**config.mk**
```make
export PLATFORM = sky130hd
export DESIGN_NAME = utf8_ucs4_transcoder
export DESIGN_NICKNAME = d
export VERILOG_FILES = /design/src/sv/u8u4_pkg.sv /design/src/sv/u8u4_ctrl.sv /design/src/sv/u8u4_dp.sv /design/src/sv/utf8_ucs4_transcoder.sv
export SDC_FILE = /design/constraint.sdc
export NUM_CORES = 1
export LEC_CHECK = 0
export ABC_CLOCK_PERIOD_IN_PS = 7800
export BUFFER_PORTS_ARGS = -buffer_cell sky130_fd_sc_hd__buf_2
export CORE_UTILIZATION = 45
export CTS_BUF_LIST = sky130_fd_sc_hd__clkbuf_4 sky130_fd_sc_hd__clkbuf_8
export CTS_CLUSTER_DIAMETER = 100
export DETAILED_ROUTE_END_ITERATION = 6
export PLACE_DENSITY_LB_ADDON = 0.15
export SYNTH_ARGS = -nofsm -noshare
export SYNTH_HDL_FRONTEND = slang
export SYNTH_SLANG_ARGS = --single-unit
```
**constraint.sdc**
```tcl
create_clock -name clk_i -period 7.8 [get_ports clk_i]
set_input_delay 0.39 -clock clk_i [delete_from_list [all_inputs] [get_ports clk_i]]
set_output_delay 0.39 -clock clk_i [all_outputs]
set_load 0.02 [all_outputs]
```
**src/sv/u8u4_pkg.sv**
```systemverilog
// ----------------------------------------------------------------------------
// u8u4_pkg
// Shared constants, controller/datapath interface types and the unit
// formatting functions of the UTF-8 / UCS-4 transcoder.
// ----------------------------------------------------------------------------
package u8u4_pkg;

  // Port widths and default wide unit size
  localparam int DEF_WIDE_UNIT_BITS = 32;
  localparam int UNIT_W             = 32;
  localparam int BYTE_BITS          = 8;

  // Longest continuation run of one output sequence and its counter width
  localparam int MAX_CONT = 6;
  localparam int CNT_W    = 3;

  // Commands from the controller to the datapath
  typedef struct packed {
    logic load;     // take the input item into the collector
    logic advance;  // current output unit was taken
  } u8u4_cmd_t;

  // Status from the datapath to the controller
  typedef struct packed {
    logic done;     // the offered input item completes a code point
    logic last;     // the unit on the output is the final one
    logic dir;      // current direction register
  } u8u4_sts_t;

  // Logical right shift that yields zero for shifts of 32 or more
  function automatic logic [UNIT_W-1:0] shr_safe(input logic [UNIT_W-1:0] v, input int s);
    logic [UNIT_W-1:0] r;
    if (s >= UNIT_W) begin
      r = '0;
    end else begin
      r = v >> s;
    end
    return r;
  endfunction

  // Number of continuation units needed for a value at or above the top bit
  function automatic logic [CNT_W-1:0] unit_count(input logic [UNIT_W-1:0] v, input int bits);
    int                cb;
    logic [CNT_W-1:0]  cnt;
    cb  = bits - 2;
    cnt = CNT_W'(1);
    for (int k = 1; k < MAX_CONT; k++) begin
      if (shr_safe(v, cb + k * (cb - 1)) != '0) begin
        cnt = cnt + CNT_W'(1);
      end
    end
    return cnt;
  endfunction

  // Lead unit: ones prefix by count, then the top payload bits
  function automatic logic [UNIT_W-1:0] lead_unit(input logic [UNIT_W-1:0] v,
                                                  input logic [CNT_W-1:0]  cnt,
                                                  input int                bits);
    logic [UNIT_W-1:0] upper;
    logic [UNIT_W-1:0] wmask;
    int                cb;
    upper = UNIT_W'(1) << (bits - 1);
    wmask = upper | (upper - UNIT_W'(1));
    cb    = bits - 2;
    return (~((upper >> cnt) - UNIT_W'(1)) | shr_safe(v, int'(cnt) * cb)) & wmask;
  endfunction

  // Continuation unit: top bit set, payload slice selected by index
  function automatic logic [UNIT_W-1:0] cont_unit(input logic [UNIT_W-1:0] v,
                                                  input logic [CNT_W-1:0]  idx,
                                                  input int                bits);
    logic [UNIT_W-1:0] upper;
    logic [UNIT_W-1:0] wmask;
    logic [UNIT_W-1:0] cmask;
    int                cb;
    upper = UNIT_W'(1) << (bits - 1);
    wmask = upper | (upper - UNIT_W'(1));
    cb    = bits - 2;
    cmask = (UNIT_W'(1) << cb) - UNIT_W'(1);
    return (upper | (shr_safe(v, int'(idx) * cb) & cmask)) & wmask;
  endfunction

endpackage

```
**src/sv/u8u4_ctrl.sv**
```systemverilog
// ----------------------------------------------------------------------------
// u8u4_ctrl
// Controller: takes input transactions until one completes a code point, then
// sequences the output transactions of that code point until the final unit is taken.
// ----------------------------------------------------------------------------
module u8u4_ctrl import u8u4_pkg::*; (
  input  logic      clk_i,
  input  logic      rst_ni,
  input  logic      in_valid_i,
  output logic      in_stall_o,
  output logic      out_valid_o,
  input  logic      out_stall_i,
  input  u8u4_sts_t sts_i,
  output u8u4_cmd_t cmd_o
);

  localparam logic ST_IDLE = 1'b0;
  localparam logic ST_EMIT = 1'b1;

  logic state_q;
  logic state_d;

  // Handshake decode
  assign in_stall_o    = (state_q != ST_IDLE);
  assign out_valid_o   = (state_q == ST_EMIT);
  assign cmd_o.load    = in_valid_i && (state_q == ST_IDLE);
  assign cmd_o.advance = out_valid_o && !out_stall_i;

  // Advance state
  always_comb begin
    state_d = state_q;
    case (state_q)
      ST_IDLE: begin
        if (cmd_o.load && sts_i.done) begin
          state_d = ST_EMIT;
        end
      end
      ST_EMIT: begin
        if (cmd_o.advance && sts_i.last) begin
          state_d = ST_IDLE;
        end
      end
      default: state_d = ST_IDLE;
    endcase
  end

  always_ff @(posedge clk_i or negedge rst_ni) begin
    if (!rst_ni) begin
      state_q <= ST_IDLE;
    end else begin
      state_q <= state_d;
    end
  end

endmodule

```
**src/sv/u8u4_dp.sv**
```systemverilog
// ----------------------------------------------------------------------------
// u8u4_dp
// Datapath: direction register, sequence collector and the output unit
// formatter with its emit position counter.
// ----------------------------------------------------------------------------
module u8u4_dp import u8u4_pkg::*; #(
  parameter int WIDE_UNIT_BITS = DEF_WIDE_UNIT_BITS
) (
  input  logic              clk_i,
  input  logic              rst_ni,
  input  logic              cfg_we_i,
  input  logic              cfg_wdata_i,
  input  logic [UNIT_W-1:0] src_unit_i,
  input  logic              end_of_string_i,
  input  u8u4_cmd_t         cmd_i,
  output u8u4_sts_t         sts_o,
  output logic [UNIT_W-1:0] dst_unit_o,
  output logic              run_last_o
);

  // Source side constants per direction
  localparam logic [UNIT_W-1:0] DEC_UPPER  = UNIT_W'(1) << (BYTE_BITS - 1);
  localparam logic [UNIT_W-1:0] DEC_SECOND = UNIT_W'(1) << (BYTE_BITS - 2);
  localparam logic [UNIT_W-1:0] ENC_UPPER  = UNIT_W'(1) << (WIDE_UNIT_BITS - 1);
  localparam logic [UNIT_W-1:0] ENC_SECOND = UNIT_W'(1) << (WIDE_UNIT_BITS - 2);
  localparam int                DEC_PM_SH  = BYTE_BITS - 3;
  localparam int                DEC_ACC_SH = BYTE_BITS - 2;
  localparam int                ENC_PM_SH  = WIDE_UNIT_BITS - 3;
  localparam int                ENC_ACC_SH = WIDE_UNIT_BITS - 2;

  logic              dir_q;
  logic              coll_q;
  logic              first_q;
  logic [UNIT_W-1:0] acc_q;
  logic [UNIT_W-1:0] pm_q;
  logic [CNT_W-1:0]  rem_q;

  logic [UNIT_W-1:0] s_upper;
  logic [UNIT_W-1:0] s_second;
  logic [UNIT_W-1:0] s_vmask;
  logic [UNIT_W-1:0] s_cmask;
  logic [UNIT_W-1:0] unit;
  logic [UNIT_W-1:0] pm_sh;
  logic [UNIT_W-1:0] acc_sh;
  logic [UNIT_W-1:0] acc_d;
  logic [UNIT_W-1:0] pm_d;
  logic              coll_d;
  logic              done;

  logic              one_unit;
  logic [CNT_W-1:0]  cnt;
  logic [UNIT_W-1:0] lead;
  logic [UNIT_W-1:0] cont;

  // Select source unit geometry
  assign s_upper  = dir_q ? ENC_UPPER : DEC_UPPER;
  assign s_second = dir_q ? ENC_SECOND : DEC_SECOND;
  assign s_vmask  = s_upper | (s_upper - UNIT_W'(1));
  assign s_cmask  = s_second - UNIT_W'(1);
  assign unit     = src_unit_i & s_vmask;

  // Shift the open sequence by one continuation
  assign pm_sh  = dir_q ? (pm_q << ENC_PM_SH) : (pm_q << DEC_PM_SH);
  assign acc_sh = dir_q ? ((acc_q & ~pm_q) << ENC_ACC_SH) : ((acc_q & ~pm_q) << DEC_ACC_SH);

  // Collect one source unit
  always_comb begin
    acc_d  = acc_q;
    pm_d   = pm_q;
    coll_d = coll_q;
    done   = 1'b0;
    if (!coll_q) begin
      acc_d  = unit;
      pm_d   = '0;
      coll_d = 1'b0;
      if ((unit & s_upper) != '0) begin
        acc_d  = unit & ~s_upper;
        pm_d   = s_second;
        coll_d = ((unit & s_second) != '0);
      end
      done = !coll_d;
    end else begin
      acc_d = acc_sh | (unit & s_cmask);
      pm_d  = pm_sh;
      if ((acc_d & pm_d) == '0) begin
        coll_d = 1'b0;
        done   = 1'b1;
      end
    end
    // Flush a partial sequence at end of string
    if (!done && coll_d && end_of_string_i) begin
      coll_d = 1'b0;
      done   = 1'b1;
    end
  end

  // Format the destination unit of the held code point
  assign one_unit = dir_q ? (acc_q < (UNIT_W'(1) << (BYTE_BITS - 1)))
                          : (acc_q < (UNIT_W'(1) << (WIDE_UNIT_BITS - 1)));
  assign cnt   = dir_q ? unit_count(acc_q, BYTE_BITS) : unit_count(acc_q, WIDE_UNIT_BITS);
  assign lead  = dir_q ? lead_unit(acc_q, cnt, BYTE_BITS)
                       : lead_unit(acc_q, cnt, WIDE_UNIT_BITS);
  assign cont  = dir_q ? cont_unit(acc_q, rem_q, BYTE_BITS)
                       : cont_unit(acc_q, rem_q, WIDE_UNIT_BITS);

  assign dst_unit_o = first_q ? (one_unit ? acc_q : lead) : cont;
  assign run_last_o = first_q ? one_unit : (rem_q == '0);

  assign sts_o.done = done;
  assign sts_o.last = run_last_o;
  assign sts_o.dir  = dir_q;

  // Hold state; a direction write abandons any open sequence
  always_ff @(posedge clk_i or negedge rst_ni) begin
    if (!rst_ni) begin
      dir_q   <= 1'b0;
      coll_q  <= 1'b0;
      first_q <= 1'b0;
      acc_q   <= '0;
      pm_q    <= '0;
      rem_q   <= '0;
    end else if (cfg_we_i) begin
      dir_q  <= cfg_wdata_i;
      coll_q <= 1'b0;
      acc_q  <= '0;
      pm_q   <= '0;
    end else if (cmd_i.load) begin
      acc_q   <= acc_d;
      pm_q    <= pm_d;
      coll_q  <= coll_d;
      first_q <= 1'b1;
    end else if (cmd_i.advance) begin
      first_q <= 1'b0;
      rem_q   <= first_q ? (cnt - CNT_W'(1)) : (rem_q - CNT_W'(1));
    end
  end

endmodule

```
**src/sv/utf8_ucs4_transcoder.sv**
```systemverilog
// ----------------------------------------------------------------------------
// utf8_ucs4_transcoder
// Transcodes UTF-8 bytes to wide code units or wide code units to UTF-8
// bytes, direction chosen by a one-bit register.
// ----------------------------------------------------------------------------
//
//  channel  | direction | handshake                  | payload
//  ---------+-----------+----------------------------+--------------------------
//  input    | in        | in_valid_i / in_stall_o    | src_unit_i, end_of_string_i
//  output   | out       | out_valid_o / out_stall_i  | dst_unit_o, run_last_o
//  config   | in        | cfg_we_i                   | cfg_wdata_i (direction)
//
//  An input transaction that completes a code point holds the input
//  stalled while its n units (1..7) leave, one per cycle while the
//  output is not stalled.
//  A stalled output holds its unit and the emit counter.
//  Reset clears the direction (decode) and closes any open sequence.
//
module utf8_ucs4_transcoder import u8u4_pkg::*; #(
  parameter int WIDE_UNIT_BITS = DEF_WIDE_UNIT_BITS
) (
  input  logic              clk_i,
  input  logic              rst_ni,
  input  logic              cfg_we_i,
  input  logic              cfg_wdata_i,
  input  logic              in_valid_i,
  output logic              in_stall_o,
  input  logic [UNIT_W-1:0] src_unit_i,
  input  logic              end_of_string_i,
  output logic              out_valid_o,
  input  logic              out_stall_i,
  output logic [UNIT_W-1:0] dst_unit_o,
  output logic              run_last_o
);

  u8u4_cmd_t cmd;
  u8u4_sts_t sts;

  u8u4_ctrl u_ctrl (
    .clk_i       (clk_i),
    .rst_ni      (rst_ni),
    .in_valid_i  (in_valid_i),
    .in_stall_o  (in_stall_o),
    .out_valid_o (out_valid_o),
    .out_stall_i (out_stall_i),
    .sts_i       (sts),
    .cmd_o       (cmd)
  );

  u8u4_dp #(
    .WIDE_UNIT_BITS (WIDE_UNIT_BITS)
  ) u_dp (
    .clk_i           (clk_i),
    .rst_ni          (rst_ni),
    .cfg_we_i        (cfg_we_i),
    .cfg_wdata_i     (cfg_wdata_i),
    .src_unit_i      (src_unit_i),
    .end_of_string_i (end_of_string_i),
    .cmd_i           (cmd),
    .sts_o           (sts),
    .dst_unit_o      (dst_unit_o),
    .run_last_o      (run_last_o)
  );

  // Final unit taken returns the block to accepting input
  a_last_ends: assert property (@(posedge clk_i) disable iff (!rst_ni)
    out_valid_o && !out_stall_i && run_last_o |=> !out_valid_o)
    else $error("output still valid after final unit was taken");

  // An item that leaves a sequence open produces no output
  a_open_silent: assert property (@(posedge clk_i) disable iff (!rst_ni)
    in_valid_i && !in_stall_o && !sts.done |=> !out_valid_o)
    else $error("output raised for an item that completes nothing");

  // Every unit but the final one carries the destination top bit
  a_multi_top: assert property (@(posedge clk_i) disable iff (!rst_ni)
    out_valid_o && !run_last_o |->
      (sts.dir ? dst_unit_o[BYTE_BITS-1] : dst_unit_o[WIDE_UNIT_BITS-1]))
    else $error("lead or continuation unit lacks its top bit");

  // Encoded bytes stay within the low byte
  a_byte_range: assert property (@(posedge clk_i) disable iff (!rst_ni)
    out_valid_o && sts.dir |-> dst_unit_o[UNIT_W-1:BYTE_BITS] == '0)
    else $error("encoded unit exceeds one byte");

endmodule

```
=== Word-level counts from Yosys, hierarchy flattened ===
Index checks and enable logic that the tools add are counted.

* $add $sub $neg: 10
* Shifts and indexed selects: 6
* Reductions and logical operators: 21
* Multipliers: 4
* Bitwise operators: 18
* Mux-type cells: 44
* $lt $le $gt $ge: 6

{| class="wikitable"
|+ Operators with widths
! operator !! number
|-
| $mux 32 || 12
|-
| $reduce_bool 32->1 || 6
|-
| $and 32x32->32 || 5
|-
| $ge 32x7->1 const B || 4
|-
| $mux 27 || 4
|-
| $or 32x32->32 || 3
|-
| $not 32->32 || 2
|-
| $sub 32x1->32 const B || 2
|-
| $and 32x31->32 || 1
|-
| $logic_not 32->1 || 1
|-
| $lt 32x32->1 const B || 1
|-
| $lt 32x8->1 const B || 1
|-
| $shr 32x3->32 const A || 1
|-
| $shr 32x6->6 || 1
|-
| $shr 32x6->8 || 1
|-
| $shr 32x8->30 || 1
|-
| $shr 32x8->32 || 1
|-
| $sub 31x1->32 const B || 1
|-
| $mux 31 || 1
|-
| $mux 30 || 1
|-
| $and 26x26->26 || 1
|-
| $not 26->26 || 1
|-
| $mux 3 || 6
|-
| $mux 1 || 16
|-
| 20 further kinds || 35
|}

* Register bits after elaboration: 66
* Input port bits: 39
* Output and inout bits: 35
* Word-level logic and storage cells: 116

=== Depth between registers and ports, before layout ===
* Depth in word-level cells: 18
* Depth in mapped cells: 30
* Gate-level depth less buffers: 28

=== By module ===
From an unflattened synthesis, not the netlist that was laid out.

* Cell total of the unflattened synthesis: 670
* Area, all modules: 5555.3 um^2

{| class="wikitable"
|+ By module, submodules not included
! module !! instances !! cells an instance !! area each (um^2) !! sequential area each (um^2)
|-
| u8u4_dp || 1 || 663 || 5495.3 || 1076.0
|-
| u8u4_ctrl || 1 || 7 || 60.1 || 25.0
|}

=== Least setup slack after synthesis ===
Ideal clock, no wire load.

* Path type: register -> output
* Start point: register u_dp.acc_q[30]
* End point: output port dst_unit_o[0]
* Setup slack: 483 ps
* Arrival time: 6927 ps
* Required time: 7410 ps
* Path buffers: 2
* Stages on the path, launching flop included: 27
* Cells stage by stage: dfrtp_1 buf_6 nor4_4 nand4_1 or4_4 inv_1 nand3_1 fa_1 buf_2 xnor2_1 ha_1 nor2b_1 nor3_1 inv_1 fa_1 inv_1 ha_1 inv_1 fa_1 and3_1 a211oi_1 or3_1 or3_1 nor3_1 o21ai_0 and4_1 a21oi_1

* Cells in the longest elaborated chain, start to end: 18
* Elaborated cells between the ends (all ways): 41
* Classes of those cells: 6 x add/sub; 2 x mul; 4 x order compare; 6 x shift; 15 x mux; 4 x bitwise; 4 x reduce/logical

{| class="wikitable"
|+ RTL lines
! element !! RTL line !! text
|-
| start: declaration || u8u4_dp.sv:34 || <nowiki>logic [UNIT_W-1:0] acc_q;</nowiki>
|-
| start signal: assignment || u8u4_dp.sv:119 || <nowiki>acc_q <= '0;</nowiki>
|-
| start signal: assignment || u8u4_dp.sv:125 || <nowiki>acc_q <= '0;</nowiki>
|-
| start signal: assignment || u8u4_dp.sv:128 || <nowiki>acc_q <= acc_d;</nowiki>
|-
| $reduce_bool 32->1 || u8u4_pkg.sv:48 || <nowiki>if (shr_safe(v, cb + k * (cb - 1)) != '0) begin</nowiki>
|-
| $mux 2 || u8u4_pkg.sv:48 ||
|-
| $add 2x1->3 || u8u4_pkg.sv:49 || <nowiki>cnt = cnt + CNT_W'(1);</nowiki>
|-
| $mux 3 || u8u4_pkg.sv:48 ||
|-
| $add 3x1->3 || u8u4_pkg.sv:49 ||
|-
| $mux 3 || u8u4_pkg.sv:48 ||
|-
| $add 3x1->3 || u8u4_pkg.sv:49 ||
|-
| $mux 3 || u8u4_pkg.sv:48 ||
|-
| [2 not listed] || - ||
|-
| $mux 3 || u8u4_dp.sv:100 || <nowiki>assign cnt = dir_q ? unit_count(acc_q, BYTE_BITS) : unit_count(acc_q, WIDE_UNIT_BITS);</nowiki>
|-
| $mul 3x4->7 (tied with other cells) || u8u4_pkg.sv:65 || <nowiki>return (~((upper >> cnt) - UNIT_W'(1)) | shr_safe(v, int'(cnt) * cb)) & wmask;</nowiki>
|-
| $ge 32x7->1 (tied with other cells) || u8u4_pkg.sv:33 || <nowiki>if (s >= UNIT_W) begin</nowiki>
|-
| $mux 32 (tied with other cells) || u8u4_pkg.sv:33 ||
|-
| $or 32x32->32 / $or 8x8->8 (equally long branches) || u8u4_pkg.sv:65 ||
|-
| $mux 32 || u8u4_dp.sv:101 || <nowiki>assign lead = dir_q ? lead_unit(acc_q, cnt, BYTE_BITS)</nowiki>
|-
| $mux 32 || u8u4_dp.sv:106 || <nowiki>assign dst_unit_o = first_q ? (one_unit ? acc_q : lead) : cont;</nowiki>
|-
| $mux 32 (*) || u8u4_dp.sv:106 ||
|-
| end: declaration || utf8_ucs4_transcoder.sv:32 || <nowiki>output logic [UNIT_W-1:0] dst_unit_o,</nowiki>
|}

Mark *: on every way between the ends. The rest lies on a longest branch, timed or not.

=== Final worst setup path ===
* Start point: register u_dp.acc_q[28]
* End point: output port dst_unit_o[1]

* Cells in the longest elaborated chain, start to end: 18
* Elaborated cells between the ends (all ways): 36
* Classes of those cells: 6 x add/sub; 2 x mul; 4 x order compare; 4 x shift; 12 x mux; 4 x bitwise; 4 x reduce/logical

{| class="wikitable"
|+ RTL lines
! element !! RTL line
|-
| $reduce_bool 32->1 || u8u4_pkg.sv:48
|-
| $mux 2 || u8u4_pkg.sv:48
|-
| $add 2x1->3 || u8u4_pkg.sv:49
|-
| $mux 3 || u8u4_pkg.sv:48
|-
| $add 3x1->3 || u8u4_pkg.sv:49
|-
| $mux 3 || u8u4_pkg.sv:48
|-
| $add 3x1->3 || u8u4_pkg.sv:49
|-
| $mux 3 || u8u4_pkg.sv:48
|-
| $add 3x1->3 || u8u4_pkg.sv:49
|-
| $mux 3 || u8u4_pkg.sv:48
|-
| $mux 3 || u8u4_dp.sv:100
|-
| $mul 3x4->7 (tied with other cells) || u8u4_pkg.sv:65
|-
| $ge 32x7->1 (tied with other cells) || u8u4_pkg.sv:33
|-
| $mux 32 (tied with other cells) || u8u4_pkg.sv:33
|-
| $or 32x32->32 / $or 8x8->8 (equally long branches) || u8u4_pkg.sv:65
|-
| $mux 32 || u8u4_dp.sv:101
|-
| $mux 32 (*) (2 in series) || u8u4_dp.sv:106
|}

Marks and branches as above.

==> summary.txt <==
Logic synthesis
  – Post-synth top area cell: dfrtp_1
  – Syn Nets: 731
  – Post-synthesis sequential area ratio: 0.201
  – Mean Syn Cell Area: 8.29 sq um
  – Top-count cell post-synth: nand2_1
  – Synth top area cells: dfrtp_1, mux2i_1, mux4_2, nand2_1, ha_1
  – Commonest cells in the netlist: nand2_1, mux2i_1, dfrtp_1, o21ai_0, a21oi_1
  – Seq cells post-synth: 44
  – Ys Warns: 0
  – Synth Instances: 662
  – Post-synthesis async set-or-reset flop share: 1.00
  – Synth Flop Type: dfrtp_1
  – Yosys top cell area share: 0.201
  – Number of synthesized flops with an enable pin: 0
  – Post-Synthesis Cell Area: 0.00549 sq mm
  – Distinct cell type count after synthesis: 77

Setup path
  – Worst R2R Start: u_dp.acc_q[28]
  – CP Capture Type: primary output
  – Crit-path max FO: 7
  – CP Class: reg -> out
  – Worst R2R Setup Slack: 2.98 ns
  – Worst EP required: 7.41 ns
  – R2r worst-path depth: 15
  – R2R Path End: u_dp.rem_q[2]
  – Critical Path AT: 7.04 ns
  – Critical Path Start Type: flop

Power
  – Total power draw: 3.29 mW
  – Power Density: 532 mW/mm^2
  – Lkg Pwr: 2.83 nW
  – Max rail drop VDD: 0.000526 V

GRT
  – Remaining Overflow, GRT: 0
  – Pin count of the biggest net entering global routing: 45
  – Initial antenna violation count: 0
  – Total GRT Usage: 0.329
  – Vias in the first global route: 5,580
  – First-pass GRT wire length: 32,000 microns

Layout
  – Diodes inserted: 0
  – Post-route design area: 0.00620 sq mm
  – Area growth syn-to-layout: 12.9%
  – Nets: 794
  – Fraction of final layout cells sized beyond drive strength 1: 0.219
  – FILL cells: 1,136
  – Final Non-Filler Cells: 869
  – Final core utilization: 0.531

CTS
  – H-tree levels: 2
  – Clock buffer depth: 2
  – CTS Sinks: 44
  – CTS Buf Count: 5
  – CTS root buf: clkbuf_8
  – Clk_lat worst skew: 0.30 ns
  – Clock-pin slew on the worst setup and hold paths: 0.09 ns
  – CTS tree: done

STA
  – Final setup fails: 0
  – RSZ-0062 raised after global routing: no
  – Final slew viol count: 0
  – Least-Margin Pin Slew: 1.05 ns
  – Maximum clock rate: 0.135 GHz
  – Fin crit share: 0.952
  – Minimum clock period after layout: 7.43 ns
  – Slew Limit Headroom: 0.303
  – Worst setup margin: 0.373 ns
  – Hold Violations, Final: 0
  – Setup TNS: 0 ns
  – Hold WS: 0.255 ns
  – Fin Clk Skew: 0.00382 ns

Floorplanning
  – Die area: 0.0126 sq mm
  – Die width: 112 microns
  – Row cnt: 39
  – Core outline area: 0.0117 sq mm
  – Initial core utilization: 0.471
  – I/O pins: 74
  – Chip height: 112 microns

Placed design
  – Cell count after placement: 855
  – Post-DP HPWL: 15,100 microns
  – DP Area: 0.00601 sq mm
  – Setup WS pre-CTS: 0.251 ns
  – Placer congestion estimate: 0.963
  – IO buf count: 73

Detailed routing
  – WL met2: 9660 microns
  – Met3 wire length: 1890 microns
  – DR iter-0 viols: 671
  – Top sig layer: met4
  – DR vias/cell: 6.81
  – DRC viols: 0
  – DR vias: 5,921
  – DR pass1 iterations: 7
  – Routed WL: 20,500 microns
  – Final ANT Viol Nets: 0
  – WL met1: 8150 microns
  – Routed wire length per instance: 23.6 microns

Run status
  – Outcome: completed

Run
  – Number of max-cap violations: 0

Min path
  – Hold Crit Class: in -> async
-- worst max-delay path by stage --
stage / slack (ns) / start / cells past startpoint / endpoint
floorplan: 0.48 / u_dp.acc_q[30] / 26 / dst_unit_o[0]
global placement: 0.61 / u_dp.acc_q[30] / 26 / dst_unit_o[29]
detailed placement: 0.25 / u_dp.acc_q[30] / 26 / dst_unit_o[29]
CTS: -0.01 / u_dp.acc_q[30] / 27 / dst_unit_o[1]
global route: 0.03 / u_dp.acc_q[28] / 27 / dst_unit_o[1]
finish: 0.37 / u_dp.acc_q[28] / 27 / dst_unit_o[1]
-- metal layers --
metal	track usage	vias up
li1	-	2622
met1	0.426	2858
met2	0.543	372
met3	0.0562	69
met4	0.140	0
met5	0	-
-- flip-flops by register name (all words and copies together), names as in the netlist --
name	flops
u_dp.acc_q	32
u_dp.pm_q	5
u_dp.rem_q	3
u_ctrl.in_stall_o	1
u_dp.coll_q	1
u_dp.dir_q	1
u_dp.first_q	1
-- what timing repair did --
action / CTS / global route
gates resized for setup: 1 / 4
cloned: 0 / 0
hold buffers: 0 / 0
pin swaps: 0 / 2
buffers inserted: 0 / 6
endpoints found under the setup margin: 3 / 26
-- kinds of logic after synthesis --
logic type	synth area share
muxes	0.193
AOI/OAI and AO/OA	0.255
buffers and inverters	0.0761
adders and majority gates	0.0793
DFF	0.201
xor gates and xnor gates	0.00958
and+or+nand+nor	0.186
-- report_power, final --
| part | switching, mW | internal (mW) | total [mW] |
|---|---|---|---|
| sequential | 0.0967 | 0.257 | 0.353 |
| combinational | 1.74 | 1.01 | 2.75 |
| clock | 0.0830 | 0.105 | 0.188 |
| total | 1.92 | 1.37 | 3.29 |
-- critical path: stages, from the launching register on --
cell	delay [ns]
dfrtp_2	0.50
nor4_4	0.39
nand4_1	0.21
or4_4	0.59
inv_1	0.11
nand3_1	0.18
fa_2	0.67
xnor2_1	0.09
ha_1	0.25
nand2_2	0.16
nand2_1	0.07
o22ai_1	0.22
inv_1	0.11
fa_1	0.49
inv_1	0.10
ha_1	0.19
inv_1	0.06
fa_1	0.39
and3_1	0.19
a211oi_1	0.32
or3_4	0.23
or3_1	0.13
nor3_1	0.05
buf_4	0.17
a221oi_1	0.25
o211ai_1	0.17
o221a_1	0.29
buf_2	0.16
-- cell type report --
| type | count | area [sq um] | share of cell area |
|---|---|---|---|
| multi-input combinational | 521 | 3990 | 0.644 |
| sequential | 44 | 1100 | 0.178 |
| timing repair buffer | 110 | 643 | 0.104 |
| tap | 143 | 179 | 0.0289 |
| inverter | 43 | 161 | 0.0261 |
| clock buffer | 6 | 82.6 | 0.0133 |
| clock inverter | 2 | 38.8 | 0.00626 |
-- cells in the final DEF (no fill, tap or decap), types with 3 or more instances in the layout --
cell / synthesis / routed
a32oi_1: 3 / 3
nand3b_1: 5 / 5
nand2_1: 78 / 77
buf_4: 4 / 37
nor4_1: 3 / 3
o21ai_1: 4 / 4
a221oi_1: 4 / 4
nand2b_1: 6 / 6
or3_1: 6 / 5
nand3_1: 27 / 27
xnor2_1: 4 / 4
a22o_1: 10 / 10
nor2_1: 31 / 31
ha_1: 22 / 22
a32o_1: 7 / 7
nor3_1: 14 / 12
o21a_1: 5 / 5
a31oi_1: 4 / 4
clkbuf_8: 0 / 6
a211oi_1: 8 / 8
nand4_1: 8 / 8
o22ai_1: 5 / 5
a22oi_1: 10 / 10
nor2b_1: 6 / 6
o21ai_0: 44 / 44
mux2_2: 3 / 3
and3_1: 5 / 5
dfrtp_1: 44 / 43
buf_2: 4 / 73
fa_1: 8 / 7
mux2i_1: 57 / 57
inv_1: 41 / 41
a222oi_1: 21 / 21
mux4_2: 19 / 19
a21o_1: 5 / 5
and2_1: 4 / 4
a21oi_1: 42 / 42
Power figures use the tool's default switching activity.
